$ cat src/sftr_pkg.sv
// Package: shared constants, types, font ROM and row helpers of the text rasterizer.
`default_nettype none
package sftr_pkg;

  localparam int SCALE       = 3;
  localparam int SPACING     = 2;
  localparam int FONT_W      = 5;
  localparam int FONT_H      = 7;
  localparam int GLYPHS      = 25;
  localparam int PITCH       = FONT_W * SCALE + SPACING;
  localparam int ROWS        = FONT_H * SCALE;
  localparam int MAX_CHARS_D = 64;

  localparam int CODE_W  = 8;
  localparam int X_W     = 11;
  localparam int ROW_W   = 5;
  localparam int PIX_W   = 15;
  localparam int GIDX_W  = 5;
  localparam int FROW_W  = 3;
  localparam int REP_W   = (SCALE > 1) ? $clog2(SCALE) : 1;

  localparam logic [GIDX_W-1:0] GLYPH_NONE = GIDX_W'(GLYPHS);

  localparam logic [FONT_W-1:0] FONT_ROM [0:GLYPHS-1][0:FONT_H-1] = '{
    '{5'h0E, 5'h11, 5'h13, 5'h15, 5'h19, 5'h11, 5'h0E},
    '{5'h04, 5'h0C, 5'h04, 5'h04, 5'h04, 5'h04, 5'h0E},
    '{5'h0E, 5'h11, 5'h01, 5'h02, 5'h04, 5'h08, 5'h1F},
    '{5'h1F, 5'h02, 5'h04, 5'h02, 5'h01, 5'h11, 5'h0E},
    '{5'h02, 5'h06, 5'h0A, 5'h12, 5'h1F, 5'h02, 5'h02},
    '{5'h1F, 5'h10, 5'h1E, 5'h01, 5'h01, 5'h11, 5'h0E},
    '{5'h06, 5'h08, 5'h10, 5'h1E, 5'h11, 5'h11, 5'h0E},
    '{5'h1F, 5'h01, 5'h02, 5'h04, 5'h08, 5'h08, 5'h08},
    '{5'h0E, 5'h11, 5'h11, 5'h0E, 5'h11, 5'h11, 5'h0E},
    '{5'h0E, 5'h11, 5'h11, 5'h0F, 5'h01, 5'h02, 5'h0C},
    '{5'h06, 5'h09, 5'h08, 5'h1E, 5'h08, 5'h08, 5'h08},
    '{5'h1E, 5'h11, 5'h11, 5'h1E, 5'h10, 5'h10, 5'h10},
    '{5'h0F, 5'h10, 5'h10, 5'h0E, 5'h01, 5'h01, 5'h1E},
    '{5'h11, 5'h1B, 5'h15, 5'h15, 5'h11, 5'h11, 5'h11},
    '{5'h08, 5'h08, 5'h08, 5'h08, 5'h08, 5'h0A, 5'h04},
    '{5'h11, 5'h11, 5'h11, 5'h11, 5'h11, 5'h11, 5'h0E},
    '{5'h1E, 5'h11, 5'h11, 5'h1E, 5'h11, 5'h11, 5'h1E},
    '{5'h11, 5'h11, 5'h11, 5'h15, 5'h15, 5'h1B, 5'h11},
    '{5'h1F, 5'h04, 5'h04, 5'h04, 5'h04, 5'h04, 5'h1F},
    '{5'h1F, 5'h10, 5'h10, 5'h1E, 5'h10, 5'h10, 5'h10},
    '{5'h00, 5'h00, 5'h00, 5'h00, 5'h00, 5'h00, 5'h00},
    '{5'h00, 5'h00, 5'h0E, 5'h0E, 5'h0E, 5'h00, 5'h00},
    '{5'h10, 5'h10, 5'h10, 5'h10, 5'h10, 5'h10, 5'h1F},
    '{5'h0E, 5'h11, 5'h11, 5'h1F, 5'h11, 5'h11, 5'h11},
    '{5'h11, 5'h19, 5'h15, 5'h13, 5'h11, 5'h11, 5'h11}
  };

  // One character after classification, waiting for the row generator.
  typedef struct packed {
    logic [GIDX_W-1:0] glyph;
    logic              known;
    logic              overflow;
    logic [X_W-1:0]    x_origin;
    logic [X_W-1:0]    text_width;
  } char_desc_t;

  typedef struct packed {
    logic       push;
    char_desc_t desc;
  } queue_wr_t;

  typedef struct packed {
    logic       valid;
    char_desc_t desc;
  } queue_rd_t;

  function automatic logic [GIDX_W-1:0] font_index(input logic [CODE_W-1:0] code);
    logic [GIDX_W-1:0] idx;
    begin
      if (code >= 8'h30 && code <= 8'h39) begin
        idx = GIDX_W'(code - 8'h30);
      end else begin
        case (code)
          8'h66:         idx = 5'd10;
          8'h70:         idx = 5'd11;
          8'h73, 8'h53:  idx = 5'd12;
          8'h4D:         idx = 5'd13;
          8'h6B:         idx = 5'd14;
          8'h55:         idx = 5'd15;
          8'h42:         idx = 5'd16;
          8'h57:         idx = 5'd17;
          8'h49:         idx = 5'd18;
          8'h46:         idx = 5'd19;
          8'h20:         idx = 5'd20;
          8'h2F:         idx = 5'd21;
          8'h4C:         idx = 5'd22;
          8'h41:         idx = 5'd23;
          8'h4E:         idx = 5'd24;
          default:       idx = GLYPH_NONE;
        endcase
      end
      return idx;
    end
  endfunction

  function automatic logic [FONT_W-1:0] font_row(input logic [GIDX_W-1:0] glyph,
                                                 input logic [FROW_W-1:0] frow);
    logic [FONT_W-1:0] bits;
    begin
      bits = '0;
      if (glyph < GLYPH_NONE && frow < FROW_W'(FONT_H)) begin
        bits = FONT_ROM[glyph][frow];
      end
      return bits;
    end
  endfunction

  // Each font bit is repeated SCALE times; the top font bit lands leftmost.
  function automatic logic [PIX_W-1:0] widen_bits(input logic [FONT_W-1:0] bits);
    logic [PIX_W-1:0] mask;
    begin
      mask = '0;
      for (int c = 0; c < FONT_W; c++) begin
        for (int k = 0; k < SCALE; k++) begin
          mask[PIX_W-1-(c*SCALE+k)] = bits[FONT_W-1-c];
        end
      end
      return mask;
    end
  endfunction

endpackage
`default_nettype wire

$ cat src/sftr_queue.sv
// Two-entry descriptor queue between the front and back parts.
`default_nettype none
module sftr_queue import sftr_pkg::*; (
  input  wire logic      clk,
  input  wire logic      rst,
  input  queue_wr_t      queue_wr,
  input  wire logic      pop,
  output logic           full,
  output queue_rd_t      queue_rd
);

  char_desc_t entries [2];
  logic       wr_ptr;
  logic       rd_ptr;
  logic [1:0] count;

  assign full           = count == 2'd2;
  assign queue_rd.valid = count != 2'd0;
  assign queue_rd.desc  = entries[rd_ptr];

  always_ff @(posedge clk) begin
    if (queue_wr.push) begin
      entries[wr_ptr] <= queue_wr.desc;
    end
  end

  always_ff @(posedge clk) begin
    if (rst) begin
      wr_ptr <= 1'b0;
      rd_ptr <= 1'b0;
      count  <= 2'd0;
    end else begin
      if (queue_wr.push) begin
        wr_ptr <= !wr_ptr;
      end
      if (pop) begin
        rd_ptr <= !rd_ptr;
      end
      count <= count + {1'b0, queue_wr.push} - {1'b0, pop};
    end
  end

endmodule
`default_nettype wire

$ cat config.mk
export PLATFORM = sky130hd
export DESIGN_NAME = sftr_queue
export DESIGN_NICKNAME = d
export VERILOG_FILES = /design/src/sftr_pkg.sv /design/src/sftr_queue.sv
export SDC_FILE = /design/constraint.sdc
export NUM_CORES = 1
export LEC_CHECK = 0
export BUFFER_PORTS_ARGS = -buffer_cell sky130_fd_sc_hd__clkbuf_2
export CORE_AREA = 2 2 77 79
export DETAILED_ROUTE_END_ITERATION = 7
export DIE_AREA = 0 0 79 81
export GPL_TIMING_DRIVEN = 0
export HOLD_SLACK_MARGIN = 0.02
export PLACE_DENSITY = 0.67
export SLEW_MARGIN = 20
export SYNTH_ARGS = -nofsm -noshare
export SYNTH_HDL_FRONTEND = slang
export SYNTH_SLANG_ARGS = --single-unit
$ cat constraint.sdc
create_clock -name clk -period 3.1 [get_ports clk]
set_input_delay 0.62 -clock clk [delete_from_list [all_inputs] [get_ports clk]]
set_output_delay 0.62 -clock clk [all_outputs]
set_load 0.01 [all_outputs]
# Word-level counts from Yosys, hierarchy flattened
# Memories as Yosys holds them, arrays and structs flattened. A register that Yosys moved wholly into a read port is not among the register bits.
# Cells that the tools add are included.
totals:
  regBits: 4
  mem_bits_rw: 58
  out_inout_bits: 31
  word_cells: 14
  memories: 1
op_classes:
  n_addsub: 2
  eq_ne: 1
  n_mux: 4
  n_reduce_logical: 3
mem_list:
  columns: ["name", "words", "width", "rd", "rd_clocked_by_memory_dff", "write_ports", "line", "text"]
  rows:
  - ["entries", 2, 29, 1, 1, 1, "sftr_queue.sv:12", "char_desc_t entries [2];"]
op_table:
  columns: ["operator", "count"]
  rows:
  - ["$mux W1", 4]
  - ["$add A2 B1 Y2", 1]
  - ["$eq A2 B2 Y1 const B", 1]
  - ["$logic_not A1 Y1", 2]
  - ["$reduce_bool A2 Y1", 1]
  - ["$sub A2 B1 Y2", 1]

# Longest topological paths before layout
depth:
  depth_word: 3
  depth_mapped: 6

# Worst setup path after synthesis
# OpenSTA, ideal clock, no wires.
synth_path:
  path_kind: "input to register"
  start: "input queue_wr[29] in the netlist's numbering"
  end: "memory entries[0][0] in the netlist's numbering (enable)"
  setup_ps: 418
  arrival_time_ps: 1939
  required_time_ps: 2682
  setup_slack_ps: 742
  stages: 1
  path_cell_list: "nor2b_1"
synth_via:
  elab_chain_len: 2
synth_rtl:
  columns: ["item", "line", "text"]
  rows:
  - ["start: declaration", "sftr_queue.sv:6", "input queue_wr_t queue_wr,"]
  - ["$mux W1", "sftr_queue.sv:22", "if (queue_wr.push) begin"]
  - ["$mux W1 (not written as such)", "sftr_queue.sv:23", "entries[wr_ptr] <= queue_wr.desc;"]
  - ["end: declaration", "sftr_queue.sv:12", null]
# No other way between the ends.

==> flow_metrics.env <==
export IMPL_status="finished clean"
export IMPL_hp_start="queue_wr[26]"
export IMPL_areaGrowthSynthToFinish_pct=27.9
export IMPL_post_route_cell_area_um2=3010
export IMPL_syn_num_nets=146
export IMPL_dp_hpwl_um=2740
export IMPL_ir_worst_vdd_uv=326
export IMPL_power_total_uw=2000
export IMPL_wirelength_um=3910
export IMPL_fin_tns_setup_ns=0
export IMPL_gp_congestion=0.674
export IMPL_min_to="entries[0][26]"
export IMPL_grt_setup_unrepaired="no"
export IMPL_ys_seq_area_share_pct=78.3
export IMPL_firstDrtPassIters=3
export IMPL_crit_path_frequent_cell="buf_6"
export IMPL_skew_ns=0.00788
export IMPL_grt_max_degree=30
export IMPL_route_detailed_drc=0
export IMPL_cts_sinks=63
export IMPL_initial_utilization_pct=41.4
export IMPL_fill_cells=491
export IMPL_final_cell_mix="63 x clkbuf_2, 58 x edfxtp_1, 19 x mux2_2, 10 x mux2_4, 9 x clkbuf_8"
export IMPL_worst_r2r_endpoint="entries[1][20]"
export IMPL_clock_latency_ns=0.32
export IMPL_ys_ff_latch=63
export IMPL_dpl_cell_area_um2=2800
export IMPL_setup_viol=0
export IMPL_synth_adder_area_share_pct=1.06
export IMPL_crit_fanout=10
export IMPL_arrival_ns=1.44
export IMPL_grt_pass1_vias=1326
export IMPL_cts_repair_resized=0
export IMPL_overflow=0
export IMPL_die_h_um=81
export IMPL_synth_cell_types=14
export IMPL_multi_input_area_um2=484
export IMPL_crit_type="flip-flop to output pin"
export IMPL_synth_compound_area_share_pct=0
export IMPL_fp_dieW_um=79
export IMPL_hold_violations=0
export IMPL_vias=1236
export IMPL_synthMuxAreaShare_pct=15.5
export IMPL_die_area_um2=6400
export IMPL_synth_top_family_by_area="multiplexers"
export IMPL_required_ns=2.48
export IMPL_rows=28
export IMPL_cts_tree="built"
export IMPL_rrSetupSlack_ns=1.64
export IMPL_antenna_found_initial=0
export IMPL_worst_slew_pin_slew_ns=0.713
export IMPL_clkTransAtPathRegs_ns=0.07
export IMPL_grt_pass1_wl_um=6000
export IMPL_slowest_stage="dfxtp_1"
export IMPL_ff_latch_area_um2=1840
export IMPL_grtUsageTotal_pct=12.9
export IMPL_wl_per_cell_um=14.7
export IMPL_period_needed_ns=2.06
export IMPL_drv_cap=0
export IMPL_min_path_type="input port to flip-flop"
export IMPL_ioPinCount=64
export IMPL_whs_path_depth=1
export IMPL_yosysWarnings=0
export IMPL_cp_end_kind="output pin"
export IMPL_cts_setup_buffers=0
export IMPL_min_period_over_period_pct=66.5
export IMPL_whs_ns=0.484
export IMPL_layout_commonest_cell="clkbuf_2"
export IMPL_ant_nets=0
export IMPL_worst_setup_path_start_kind="flip-flop"
export IMPL_syn_inst=111
export IMPL_powerDensity_nw_per_um2=665
export IMPL_cp_cell_sequence="buf_6 -> buf_6 -> mux2_4 -> clkbuf_2"
export IMPL_io_buffer_count=63
export IMPL_avgSynthCellArea_um2=21.2
export IMPL_layout_drive_gt1_share_pct=60.2
export IMPL_leakagePower_uw=0.00120
export IMPL_h_tree_depth=3
export IMPL_rr_worst_depth=1
export IMPL_synth_area_um2=2350
export IMPL_maxSlewHeadroom_pct=52.5
export IMPL_via_per_inst=4.65
export IMPL_cts_hold_buf=0
export IMPL_synthSimpleGateAreaFrac_pct=1.97
export IMPL_synth_xor_area_share_pct=1.70
export IMPL_worstReg2RegStart="wr_ptr"
export IMPL_placedCellCount=250
export IMPL_cts_max_path_buffers=2
export IMPL_nNetsFinal=221
export IMPL_max_clock_freq_mhz=485
export IMPL_diodes=0
export IMPL_fp_coreArea_um2=5680
export IMPL_fin_cells=266
export IMPL_cts_root_buf="clkbuf_8"
export IMPL_worst_path_largest_cell_delay_ns=0.34
export IMPL_cts_buffers=9
export IMPL_drt_iter0_markers=65
export IMPL_slew_viol_final=0
-- routing by layer --
metal	part of all wire, %	up-vias	global-route usage (%)
met5	0	-	0
met4	0.95	0	7.24
met3	6.4	4	4.44
met2	53	43	22.7
met1	39	613	13.6
li1	-	576	-
-- registers in the layout, summed over array words and instances (netlist names), named ones only --
signal and cells:
wr_ptr 1, rd_ptr 1, entries 58, count 2
-- worst max-delay path, delay by kind of cell, from the launching register on --
kind / cells / cell delay [ns]
multiplexers: 1 / 0.31
flip-flops: 1 / 0.34
buffers and inverters: 3 / 0.47
-- stage by stage --
stage	worst slack (ns)	util, %
6_report	1.04	53.0
5_1_grt	0.954	53.0
4_1_cts	0.988	53.0
3_5_place_dp	1.31	49.3
3_3_place_gp	-0.0226	48.7
2_1_floorplan	0.742	-
-- Yosys cell counts (all sizes together) --
| cell type | instances | area share, % |
|---|---|---|
| buf | 3 | 1.2 |
| edfxtp | 58 | 74 |
| xnor2 | 2 | 0.74 |
| and2 | 1 | 0.27 |
| nor2 | 4 | 0.64 |
| mux2 | 29 | 15 |
| inv | 2 | 0.32 |
| xnor3 | 1 | 0.96 |
| ha | 2 | 1.1 |
| nor2b | 3 | 0.80 |
| or2 | 1 | 0.27 |
| dfxtp | 5 | 4.3 |
-- how the worst max path moves through the flow --
| stage | end | startpoint | slack [ns] | cells past startpoint |
|---|---|---|---|---|
| after floorplan | entries[0][0] | queue_wr[29] | 0.74 | 1 |
| after global placement | entries[0][22] | queue_wr[29] | -0.02 | 2 |
| after detailed placement | entries[1][11] | queue_wr[29] | 1.31 | 2 |
| after CTS | queue_rd[9] | flip-flop | 0.99 | 3 |
| after global routing | queue_rd[9] | flip-flop | 0.95 | 3 |
| final | queue_rd[18] | flip-flop | 1.04 | 4 |
-- report_power, final --
group / switching [µW] / internal [µW] / total, µW
Clock: 297 / 446 / 743
Combinational: 117 / 132 / 248
Sequential: 18.8 / 991 / 1010
Total: 432 / 1570 / 2000
-- kinds of logic (layout without fill, tap and decap cells) --
family,Yosys count,in the layout
xor+xnor,3,3
buf+inv,5,85
simple gates,9,9
flops,63,63
fa+ha+maj,2,2
mux,29,29
-- final cells by class --
type / count / share of cell area, %
clock buffers: 9 / 4.12
repair buffers: 64 / 11.4
clock inverters: 7 / 2.91
well taps: 75 / 3.12
multi-input cells: 43 / 16.1
inverters: 2 / 0.249
flip-flops and latches: 63 / 61.2
plain buffers: 3 / 0.915
Power figures use the tool's default switching activity.
