--- src/sftr_pkg.sv ---
// Package: shared constants, types, font ROM and row helpers of the text rasterizer.
`default_nettype none
package sftr_pkg;

  localparam int SCALE       = 3;
  localparam int SPACING     = 2;
  localparam int FONT_W      = 5;
  localparam int FONT_H      = 7;
  localparam int GLYPHS      = 25;
  localparam int PITCH       = FONT_W * SCALE + SPACING;
  localparam int ROWS        = FONT_H * SCALE;
  localparam int MAX_CHARS_D = 64;

  localparam int CODE_W  = 8;
  localparam int X_W     = 11;
  localparam int ROW_W   = 5;
  localparam int PIX_W   = 15;
  localparam int GIDX_W  = 5;
  localparam int FROW_W  = 3;
  localparam int REP_W   = (SCALE > 1) ? $clog2(SCALE) : 1;

  localparam logic [GIDX_W-1:0] GLYPH_NONE = GIDX_W'(GLYPHS);

  localparam logic [FONT_W-1:0] FONT_ROM [0:GLYPHS-1][0:FONT_H-1] = '{
    '{5'h0E, 5'h11, 5'h13, 5'h15, 5'h19, 5'h11, 5'h0E},
    '{5'h04, 5'h0C, 5'h04, 5'h04, 5'h04, 5'h04, 5'h0E},
    '{5'h0E, 5'h11, 5'h01, 5'h02, 5'h04, 5'h08, 5'h1F},
    '{5'h1F, 5'h02, 5'h04, 5'h02, 5'h01, 5'h11, 5'h0E},
    '{5'h02, 5'h06, 5'h0A, 5'h12, 5'h1F, 5'h02, 5'h02},
    '{5'h1F, 5'h10, 5'h1E, 5'h01, 5'h01, 5'h11, 5'h0E},
    '{5'h06, 5'h08, 5'h10, 5'h1E, 5'h11, 5'h11, 5'h0E},
    '{5'h1F, 5'h01, 5'h02, 5'h04, 5'h08, 5'h08, 5'h08},
    '{5'h0E, 5'h11, 5'h11, 5'h0E, 5'h11, 5'h11, 5'h0E},
    '{5'h0E, 5'h11, 5'h11, 5'h0F, 5'h01, 5'h02, 5'h0C},
    '{5'h06, 5'h09, 5'h08, 5'h1E, 5'h08, 5'h08, 5'h08},
    '{5'h1E, 5'h11, 5'h11, 5'h1E, 5'h10, 5'h10, 5'h10},
    '{5'h0F, 5'h10, 5'h10, 5'h0E, 5'h01, 5'h01, 5'h1E},
    '{5'h11, 5'h1B, 5'h15, 5'h15, 5'h11, 5'h11, 5'h11},
    '{5'h08, 5'h08, 5'h08, 5'h08, 5'h08, 5'h0A, 5'h04},
    '{5'h11, 5'h11, 5'h11, 5'h11, 5'h11, 5'h11, 5'h0E},
    '{5'h1E, 5'h11, 5'h11, 5'h1E, 5'h11, 5'h11, 5'h1E},
    '{5'h11, 5'h11, 5'h11, 5'h15, 5'h15, 5'h1B, 5'h11},
    '{5'h1F, 5'h04, 5'h04, 5'h04, 5'h04, 5'h04, 5'h1F},
    '{5'h1F, 5'h10, 5'h10, 5'h1E, 5'h10, 5'h10, 5'h10},
    '{5'h00, 5'h00, 5'h00, 5'h00, 5'h00, 5'h00, 5'h00},
    '{5'h00, 5'h00, 5'h0E, 5'h0E, 5'h0E, 5'h00, 5'h00},
    '{5'h10, 5'h10, 5'h10, 5'h10, 5'h10, 5'h10, 5'h1F},
    '{5'h0E, 5'h11, 5'h11, 5'h1F, 5'h11, 5'h11, 5'h11},
    '{5'h11, 5'h19, 5'h15, 5'h13, 5'h11, 5'h11, 5'h11}
  };

  // One character after classification, waiting for the row generator.
  typedef struct packed {
    logic [GIDX_W-1:0] glyph;
    logic              known;
    logic              overflow;
    logic [X_W-1:0]    x_origin;
    logic [X_W-1:0]    text_width;
  } char_desc_t;

  typedef struct packed {
    logic       push;
    char_desc_t desc;
  } queue_wr_t;

  typedef struct packed {
    logic       valid;
    char_desc_t desc;
  } queue_rd_t;

  function automatic logic [GIDX_W-1:0] font_index(input logic [CODE_W-1:0] code);
    logic [GIDX_W-1:0] idx;
    begin
      if (code >= 8'h30 && code <= 8'h39) begin
        idx = GIDX_W'(code - 8'h30);
      end else begin
        case (code)
          8'h66:         idx = 5'd10;
          8'h70:         idx = 5'd11;
          8'h73, 8'h53:  idx = 5'd12;
          8'h4D:         idx = 5'd13;
          8'h6B:         idx = 5'd14;
          8'h55:         idx = 5'd15;
          8'h42:         idx = 5'd16;
          8'h57:         idx = 5'd17;
          8'h49:         idx = 5'd18;
          8'h46:         idx = 5'd19;
          8'h20:         idx = 5'd20;
          8'h2F:         idx = 5'd21;
          8'h4C:         idx = 5'd22;
          8'h41:         idx = 5'd23;
          8'h4E:         idx = 5'd24;
          default:       idx = GLYPH_NONE;
        endcase
      end
      return idx;
    end
  endfunction

  function automatic logic [FONT_W-1:0] font_row(input logic [GIDX_W-1:0] glyph,
                                                 input logic [FROW_W-1:0] frow);
    logic [FONT_W-1:0] bits;
    begin
      bits = '0;
      if (glyph < GLYPH_NONE && frow < FROW_W'(FONT_H)) begin
        bits = FONT_ROM[glyph][frow];
      end
      return bits;
    end
  endfunction

  // Each font bit is repeated SCALE times; the top font bit lands leftmost.
  function automatic logic [PIX_W-1:0] widen_bits(input logic [FONT_W-1:0] bits);
    logic [PIX_W-1:0] mask;
    begin
      mask = '0;
      for (int c = 0; c < FONT_W; c++) begin
        for (int k = 0; k < SCALE; k++) begin
          mask[PIX_W-1-(c*SCALE+k)] = bits[FONT_W-1-c];
        end
      end
      return mask;
    end
  endfunction

endpackage
`default_nettype wire

--- src/sftr_front.sv ---
// Front part: accepts characters, tracks text position and builds descriptors.
`default_nettype none
module sftr_front import sftr_pkg::*; #(
  parameter int MAX_CHARS = MAX_CHARS_D
) (
  input  wire logic              clk,
  input  wire logic              rst,
  input  wire logic              in_valid,
  output logic                   in_ready,
  input  wire logic [CODE_W-1:0] char_code,
  input  wire logic              end_of_text,
  input  wire logic              queue_full,
  output queue_wr_t              queue_wr
);

  localparam int POS_W = (MAX_CHARS > 1) ? $clog2(MAX_CHARS) : 1;
  localparam int MUL_W = POS_W + 6;

  logic [POS_W-1:0]  char_position;
  logic [POS_W-1:0]  char_position_next;
  logic              overflow_seen;
  logic              overflow_seen_next;
  logic              take;
  logic [GIDX_W-1:0] glyph;
  logic [MUL_W-1:0]  x_full;
  logic [MUL_W-1:0]  w_full;
  logic              at_limit;

  assign in_ready = !queue_full;
  assign take     = in_valid && !queue_full;
  assign glyph    = font_index(char_code);
  assign at_limit = {1'b0, char_position} >= (POS_W+1)'(MAX_CHARS - 1);

  // Constant multiplies by the character pitch.
  assign x_full = MUL_W'(char_position) * MUL_W'(PITCH);
  assign w_full = x_full + MUL_W'(PITCH - SPACING);

  always_comb begin
    queue_wr.push                = take;
    queue_wr.desc.glyph          = glyph;
    queue_wr.desc.known          = glyph != GLYPH_NONE;
    queue_wr.desc.overflow       = overflow_seen;
    queue_wr.desc.x_origin       = x_full[X_W-1:0];
    queue_wr.desc.text_width     = end_of_text ? w_full[X_W-1:0] : '0;
  end

  always_comb begin
    char_position_next = char_position;
    overflow_seen_next = overflow_seen;
    if (take) begin
      if (end_of_text) begin
        char_position_next = '0;
        overflow_seen_next = 1'b0;
      end else if (at_limit) begin
        char_position_next = POS_W'(MAX_CHARS - 1);
        overflow_seen_next = 1'b1;
      end else begin
        char_position_next = char_position + 1'b1;
      end
    end
  end

  always_ff @(posedge clk) begin
    if (rst) begin
      char_position <= '0;
      overflow_seen <= 1'b0;
    end else begin
      char_position <= char_position_next;
      overflow_seen <= overflow_seen_next;
    end
  end

endmodule
`default_nettype wire

--- config.mk ---
export PLATFORM = sky130hd
export DESIGN_NAME = sftr_front
export DESIGN_NICKNAME = d
export VERILOG_FILES = /design/src/sftr_pkg.sv /design/src/sftr_front.sv
export SDC_FILE = /design/constraint.sdc
export NUM_CORES = 1
export LEC_CHECK = 0
export BUFFER_PORTS_ARGS = -buffer_cell sky130_fd_sc_hd__buf_2
export CELL_PAD_IN_SITES_DETAIL_PLACEMENT = 1
export CELL_PAD_IN_SITES_GLOBAL_PLACEMENT = 2
export CORE_MARGIN = 2
export CORE_UTILIZATION = 29
export CTS_BUF_LIST = sky130_fd_sc_hd__clkbuf_4 sky130_fd_sc_hd__clkbuf_8
export CTS_CLUSTER_DIAMETER = 120
export DETAILED_ROUTE_END_ITERATION = 16
export PLACE_DENSITY = 0.95
export SYNTH_ARGS = -nofsm -noshare
export SYNTH_HDL_FRONTEND = slang
export SYNTH_SLANG_ARGS = --single-unit
--- constraint.sdc ---
create_clock -name clk -period 7.08 [get_ports clk]
set_clock_uncertainty 0.05 [all_clocks]
set_input_delay 0.708 -clock clk [delete_from_list [all_inputs] [get_ports clk]]
set_output_delay 0.708 -clock clk [all_outputs]
set_load 0.005 [all_outputs]
Yosys cells after proc, flatten, opt, wreduce, memory -nomap -nowiden

Index checks and enable logic that the tools add are counted.

Bits in registers: 7
Bits of input ports: 13
Output and inout bits: 31

Add/sub/neg operators: 3
Multiply operators: 1
Order comparisons: 3
Equality and inequality tests: 17
Muxes and demuxes: 7
Reduce and logical (&&, ||, !) cells: 6

Operators by type and width:

| cell                    | number |
|---|---|
| $eq A8 B7 Y1 const B    | 14 |
| $pmux W5 S15            | 1 |
| $eq A8 B6 Y1 const B    | 2 |
| $mux W6                 | 2 |
| $add A11 B4 Y11 const B | 1 |
| $mul A6 B5 Y11 const B  | 1 |
| $mux W11                | 1 |
| $ge A8 B6 Y1 const B    | 1 |
| $le A8 B6 Y1 const B    | 1 |
| $add A6 B1 Y6 const B   | 1 |
| $ge A6 B6 Y1 const B    | 1 |
| $mux W5                 | 1 |
| $ne A5 B5 Y1 const B    | 1 |
| $sub A5 B5 Y5 const B   | 1 |
| $logic_and A1 B1 Y1     | 2 |
| $mux W1                 | 2 |
| $reduce_and A2 Y1       | 1 |
| $reduce_bool A2 Y1      | 1 |
| $reduce_or A2 Y1        | 1 |
| $logic_not A1 Y1        | 1 |

Longest topological paths before layout

Gate-level depths: netlist of the first run.

Word-level depth: 5
Depth in mapped cells: 8

Worst setup path after synthesis of the first run

No wires, ideal clock.

Path kind: in2out
From: in char_code[4]
To: out queue_wr[23] in the netlist's numbering
Data arrival time: 2.246 ns
Required time: 6.322 ns
Path slack: 4.076 ns
Stages: 7
Buffers on the path: 2
Cells stage by stage: buf_6 > or4b_4 > buf_6 > or4_4 > o2111ai_2 > o31ai_2 > nand4_1

RTL lines:

| item            | line             | source |
|---|---|---|
| start, declared | sftr_front.sv:10 | `input wire logic [CODE_W-1:0] char_code,` |
| end, declared   | sftr_front.sv:13 | `output queue_wr_t queue_wr` |

==> impl_metrics.tcl, run 1 <==
set metrics [dict create \
    initial_utilization_pct 30.71 \
    tritoncts "built" \
    drv_slew 0 \
    grt_pass1_wl_mm 6.168 \
    synthesis.area_per_instance_um2 6.972 \
    relSlewSlack_pct 54.56 \
    floorplan.die.width_um 69.79 \
    die_area_mm2 0.004870 \
    hold_path_class "reg2reg" \
    totalWireLength_mm 3.625 \
    timing.max_cap.violations 0 \
    cts_setup_buffers 0 \
    number_of_setup_violations_in_the_final_report 0 \
    globalRouteMet2Util_pct 26.14 \
    antenna_violating_nets_post_route 0 \
    post-route-min-period_ns 3.324 \
    whs_endpoint "overflow_seen$_SDFFE_PP0P_" \
    htree_num_levels 1 \
    cp_data_required_time_ns 6.32 \
    largest_driver_fanout_on_the_critical_path 8 \
    overflow 0 \
    hold_bufs_at_cts 0 \
    busiest_layer "met2" \
    max-vdd-ir-drop_mv 0.04418 \
    synthesized_instance_count 180 \
    floorplan.rows 23 \
    grt_util_met1_pct 19.15 \
    cts_repair_resize_count 0 \
    synth_edf_count 0 \
    vias 1400 \
    avgViaCountPerCell 5.426 \
    detail_route.first_pass.iterations 4 \
    grt_setup_unrepaired "false" \
    ys_warn_count 0 \
    fin_setup_tns_ns 0 \
    static-leakage-power_nw 0.6823 \
    synth.area.top_cells "dfxtp_1 11%, ha_1 6.0%, xnor2_1 4.9%, nor2_1 4.8%, and2_1 4.0%" \
    fp.dieH_um 69.79 \
    yosys-top-cells-count "16 x nor2_1, 12 x nand2_1, 9 x a21oi_1, 9 x clkbuf_1, 9 x o21ai_0" \
    crit_path_end_kind "primary output" \
    drt_first_iter_violations 44 \
    numPortBuffers 43 \
    num-nets-final 229 \
    hold_ws_ns 0.4691 \
    tightestPinTransition_ns 0.6725 \
    synth.lib_cells_used.distinct 47 \
    crit_type "reg2out" \
    tritoncts_num_sinks 7 \
    final_cell_count_no_fill 258 \
    cts.root.buffer_cell "clkbuf_8" \
    dp_cells 254 \
    path_clk_slew_ns 0.04 \
    final_layout_size_suffix_gt1_share_pct 25.96 \
    outcome "completed" \
    largest_net_degree_at_the_start_of_global_routing 22 \
    worst-r2r-setup-slack_ns 5.41 \
    worst_ep_arrival_time_ns 2.57 \
    whs_path_depth 2 \
    cts-buffers-inserted 3 \
    start_kind "flip-flop" \
    synth.top_cell.area_share_pct 11.17 \
    async_reset_ff_share_pct 0 \
    syn_area_mm2 0.001255 \
    maxClockFrequency_mhz 300.9 \
    timing.rr.start "char_position[0]$_SDFFE_PP0P_" \
    postSynthNetCount 200 \
    placeableCoreArea_mm2 0.004086 \
    drc 0 \
    grt_pass1_vias 1329 \
    powerDensity_mw_per_mm2 96.34 \
    ff2ff_path_depth 7 \
    final_min_period_over_clock_period_pct 46.95 \
    synth_seq_area_share_pct 11.17 \
    synth.largest_area_cell "dfxtp_1" \
    dpl.hpwl_mm 2.767 \
    gp_congestion 0.8184 \
    grt_util_met3_pct 1.453 \
    synth.most_common_cell "nor2_1" \
    report.final.hold_viol_count 0 \
    grt_use_total_pct 14.91 \
    grt_antenna_before_repair 0 \
    worst_r2r_endpoint "char_position[1]$_SDFFE_PP0P_" \
    io-pin-count 44 \
    area_added_between_synthesis_and_finish_pct 17.15 \
    cts_max_path_buffers 2 \
    ys.flop_type "dfxtp_1" \
    min_from "overflow_seen$_SDFFE_PP0P_" \
    yosys_register_bits 7 \
    antenna_cells 0 \
    wire_per_inst_um 14.05 \
    insertion_delay_ns 0.23 \
]
## through the flow
step                      util (%)  worst slack [ns]  cell area [um2]  total power, mW
after floorplan                  -             4.076             1255          0.06686
after detailed placement     34.78             3.913             1421          0.08002
after CTS                    35.98             3.736             1470           0.1423
after global routing         35.98             3.561             1470           0.1488
after global placement       34.78             3.954             1421          0.07951
final                        35.98             3.756             1470           0.1416
## routing by layer
layer | share of wire (%) | wire length [um]
met4 | 1.4 | 49
met1 | 46 | 1661
met5 | 0 | 0
met3 | 3.5 | 126
met2 | 49 | 1788
## critical path, cell delays in order, from the launching register on
cell	delay [ns]
dfxtp_1	0.45
ha_1	0.29
ha_1	0.23
fa_1	0.41
xnor2_1	0.17
nor3_1	0.33
a21oi_1	0.11
and3b_1	0.23
buf_2	0.11
## layout make-up
cell class | count | area [um2]
Clock buffer | 4 | 48.80
Fill cell | 546 | 2616
Inverter | 8 | 30.03
Multi-Input combinational cell | 146 | 973.4
Sequential cell | 7 | 140.1
Tap cell | 50 | 62.56
Timing Repair Buffer | 43 | 215.2
## cell usage in the layout (no fill, tap or decap), drive strengths merged, types with 2 or more instances in the layout
cell / n
and3: 3
nor4b: 2
nand2b: 2
nor4bb: 2
nand4: 4
o21ai: 9
o21a: 2
and2: 8
inv: 8
a31oi: 6
a21oi: 9
nand2: 12
a31o: 2
clkbuf: 4
o31ai: 2
nor4: 5
nor3: 8
or4: 2
and3b: 4
nor2: 16
nor3b: 2
nor2b: 7
nand3: 6
a211oi: 4
buf: 43
dfxtp: 7
ha: 6
xor2: 2
xnor2: 7
## cell families (layout without fill, tap and decap cells)
| logic type | count (synthesis) | count (layout) | share of synthesized area (%) |
|---|---|---|---|
| adders and majority gates | 7 | 7 | 7.577 |
| and+or+nand+nor | 89 | 89 | 41.48 |
| xor gates and xnor gates | 9 | 9 | 6.282 |
| AOI/OAI and AO/OA | 41 | 41 | 22.23 |
| DFF | 7 | 7 | 11.17 |
| buffers and inverters | 27 | 55 | 11.27 |
## worst max-delay path by stage
stage	from	end	slack (ns)	depth (start not counted)
final	char_position[1]$_SDFFE_PP0P_	queue_wr[9]	3.76	8
after global routing	char_position[1]$_SDFFE_PP0P_	queue_wr[9]	3.56	8
after CTS	char_position[1]$_SDFFE_PP0P_	queue_wr[9]	3.74	8
after detailed placement	char_code[4]	queue_wr[23]	3.91	7
after global placement	char_code[4]	queue_wr[23]	3.95	7
after floorplan	char_code[4]	queue_wr[23]	4.08	7
## report_power, final
| part | internal, mW | switching, mW |
|---|---|---|
| registers | 0.0399 | 0.000782 |
| clock network | 0.0429 | 0.0192 |
| logic | 0.0154 | 0.0234 |
| total | 0.0983 | 0.0434 |
## registers in the layout, summed over array words and instances (netlist names)
register,cells
char_position,6
overflow_seen,1
No activity file was read; power rests on OpenSTA's default activity.
==> run 2, diff against run 1 <==
Settings changed: ABC_AREA from default to 1, CORE_UTILIZATION 29 to 24, PLACE_DENSITY 0.95 to 0.92.
Clock period 7.08 ns to 3.4 ns, I/O delays scaled along.
==> run 2 against run 1 <==
Against the previous run: combinational power grew 80%; via count rose by 4.3%; critical path depth up 1; cell count increased by 28%; worst setup slack got worse by 3.1 ns; area after synthesis is 2.7% lower; final area increased by 3.3%; sequential cell count did not move; clock power grew 110%; synthesized cell count rose by 24%; critical endpoint is now queue_wr[10]; register-to-register slack worse by 3.7 ns.
==> impl_metrics.tcl, run 2 <==
set metrics [dict create \
    ys_warn_count 0 \
    fin_setup_tns_ns 0 \
    dp_cells 326 \
    post-route-min-period_ns 2.791 \
    yosys-top-cells-count "59 x nand2_1, 41 x nor2_1, 27 x inv_1" \
    ys.flop_type "dfxtp_1" \
    cp_data_required_time_ns 3.01 \
    maxClockFrequency_mhz 358.3 \
    number_of_setup_violations_in_the_final_report 0 \
    synth.top_cell.area_share_pct 18.14 \
    outcome "completed" \
    final_core_util_pct 31.53 \
    placeableCoreArea_mm2 0.004817 \
    slowest_stage "fa_1" \
    cts.root.buffer_cell "clkbuf_8" \
    start_kind "flip-flop" \
    drc 0 \
    grt_setup_unrepaired "false" \
    synth.lib_cells_used.distinct 31 \
    timing.max_cap.violations 0 \
    io-pin-count 44 \
    final_cell_count_no_fill 330 \
    tritoncts "built" \
    floorplan.rows 25 \
    gp_congestion 0.8398 \
    tightestPinTransition_ns 0.4538 \
    mostFrequentLayoutCells "59 x nand2_1, 43 x buf_2, 41 x nor2_1, 27 x inv_1, 11 x a21oi_1" \
    floorplan.die.width_um 75.33 \
    totalWireLength_mm 3.597 \
    powerDensity_mw_per_mm2 185.7 \
    worst_ep_arrival_time_ns 2.40 \
    avgViaCountPerCell 4.424 \
    area_added_between_synthesis_and_finish_pct 24.39 \
    yosys_register_bits 7 \
    final-seq-area_um2 140.1 \
    htree_num_levels 1 \
    relSlewSlack_pct 69.71 \
    hold_bufs_at_cts 0 \
    max-vdd-ir-drop_mv 0.07080 \
    path_clk_slew_ns 0.04 \
    largest-register "char_position" \
    synth.most_common_cell "nand2_1" \
    drt_first_iter_violations 29 \
    dpl.hpwl_mm 3.063 \
    initial_utilization_pct 25.35 \
    crit_path_top_cell_by_count "ha_1" \
    grt_pass1_wl_mm 5.865 \
    fp.dieH_um 75.33 \
    tritoncts_num_sinks 7 \
    die_area_mm2 0.005675 \
    cts_setup_buffers 0 \
    crit_path_cell_trace "ha_1, ha_1, fa_1, inv_1, nor2_2, nand2_1, nor3_2, o21a_1, buf_2" \
    hold_path_class "in2reg" \
    cts_max_path_buffers 2 \
    synthesized_instance_count 223 \
    syn_area_mm2 0.001221 \
    overflow 0 \
    final_min_period_over_clock_period_pct 82.09 \
    largest_register_ffs 6 \
    layout.cells.most_common "nand2_1" \
    crit_type "reg2out" \
    synth.largest_area_cell "nand2_1" \
    largest_driver_fanout_on_the_critical_path 6 \
    grt_pass1_vias 1335 \
    antenna_violating_nets_post_route 0 \
    cts_repair_resize_count 0 \
    synth_seq_area_share_pct 11.48 \
    detail_route.first_pass.iterations 4 \
    largest_net_degree_at_the_start_of_global_routing 12 \
    report.final.hold_viol_count 0 \
    vias 1460 \
    antenna_cells 0 \
    postSynthNetCount 243 \
    synth.area.top_cells "nand2_1 18%, nor2_1 13%, dfxtp_1 11%, inv_1 8.3%, ha_1 6.1%" \
    grt_use_total_pct 13.05 \
    static-leakage-power_nw 0.8902 \
    grt_antenna_before_repair 0 \
    largest_registers_ranked_by_flip_flop_count "char_position x6, overflow_seen x1" \
    fillers 680 \
    cts-buffers-inserted 3 \
    synth_edf_count 0 \
    hold_ws_ns 0.3225 \
    timing.critical_path.slowest_cell_delay_ns 0.53 \
    multiInputGateArea_um2 907.1 \
    insertion_delay_ns 0.23 \
    wire_per_inst_um 10.90 \
    async_reset_ff_share_pct 0 \
    synthesis.area_per_instance_um2 5.476 \
    drv_slew 0 \
    crit_path_end_kind "primary output" \
    final_layout_size_suffix_gt1_share_pct 27.76 \
    num-nets-final 284 \
    numPortBuffers 43 \
]
==> run 2: cell count changes in the layout (fill, tap and decap cells not counted), moves of 5 or more <==
cell / before / now
a31oi_1: 6 / 0
and2_1: 8 / 0
inv_1: 8 / 27
inv_2: 0 / 6
nand2_1: 12 / 59
nand2_2: 0 / 8
nor2_1: 16 / 41
nor2b_1: 7 / 0
nor4_1: 5 / 0
xnor2_1: 7 / 1
==> run 2: cells by family after synthesis <==
group / synth area share (%)
AOI/OAI and AO/OA: 11.07
xor gates and xnor gates: 3.586
adders and majority gates: 7.787
buffers and inverters: 14.24
DFF: 11.48
and+or+nand+nor: 51.84
==> run 2: through the flow <==
step                      setup WS, ns  cell area, um2  power (mW)
final                           0.6090            1519      0.2821
after detailed placement        0.8527            1470      0.1564
after global placement          0.9069            1470      0.1555
after global routing            0.4165            1519      0.2991
after CTS                       0.5994            1519      0.2862
after floorplan                  1.072            1221      0.1267
==> run 2: worst max-delay path, delay by kind of cell (launching register included) <==
kind | cells | cell delay (ns)
AOI/OAI and AO/OA | 1 | 0.11
adders and majority gates | 3 | 1.05
buffers and inverters | 2 | 0.17
DFF | 1 | 0.46
and+or+nand+nor | 3 | 0.39
==> run 2: power by group <==
group | switching [mW] | internal (mW)
Clock | 0.0384 | 0.0893
Combinational | 0.0434 | 0.0262
Sequential | 0.00156 | 0.0831
Total | 0.0834 | 0.199
==> run 2: metal layers <==
metal	routed length, um	global-route usage (%)	up-vias
met5	0	0	-
met4	40	4.094	0
met3	161	0.7937	4
met2	1668	22.90	35
met1	1726	17.12	651
li1	-	-	770
==> run 2: worst paths after layout <==
kind | from | to | slack (ns) | depth (start not counted)
max | char_position[5]$_SDFFE_PP0P_ | queue_wr[10] | 0.61 | 9
min | rst | char_position[2]$_SDFFE_PP0P_ | 0.32 | 2
max reg2reg | char_position[0]$_SDFFE_PP0P_ | overflow_seen$_SDFFE_PP0P_ | 1.74 | 7
min reg2reg | overflow_seen$_SDFFE_PP0P_ | overflow_seen$_SDFFE_PP0P_ | 0.41 | 2
==> run 2: layout make-up <==
| type | instances | area share [%] |
|---|---|---|
| Sequential cell | 7 | 9.226 |
| Tap cell | 67 | 5.519 |
| Multi-Input combinational cell | 176 | 59.72 |
| Clock buffer | 4 | 3.213 |
| Inverter | 33 | 8.155 |
| Timing Repair Buffer | 43 | 14.17 |
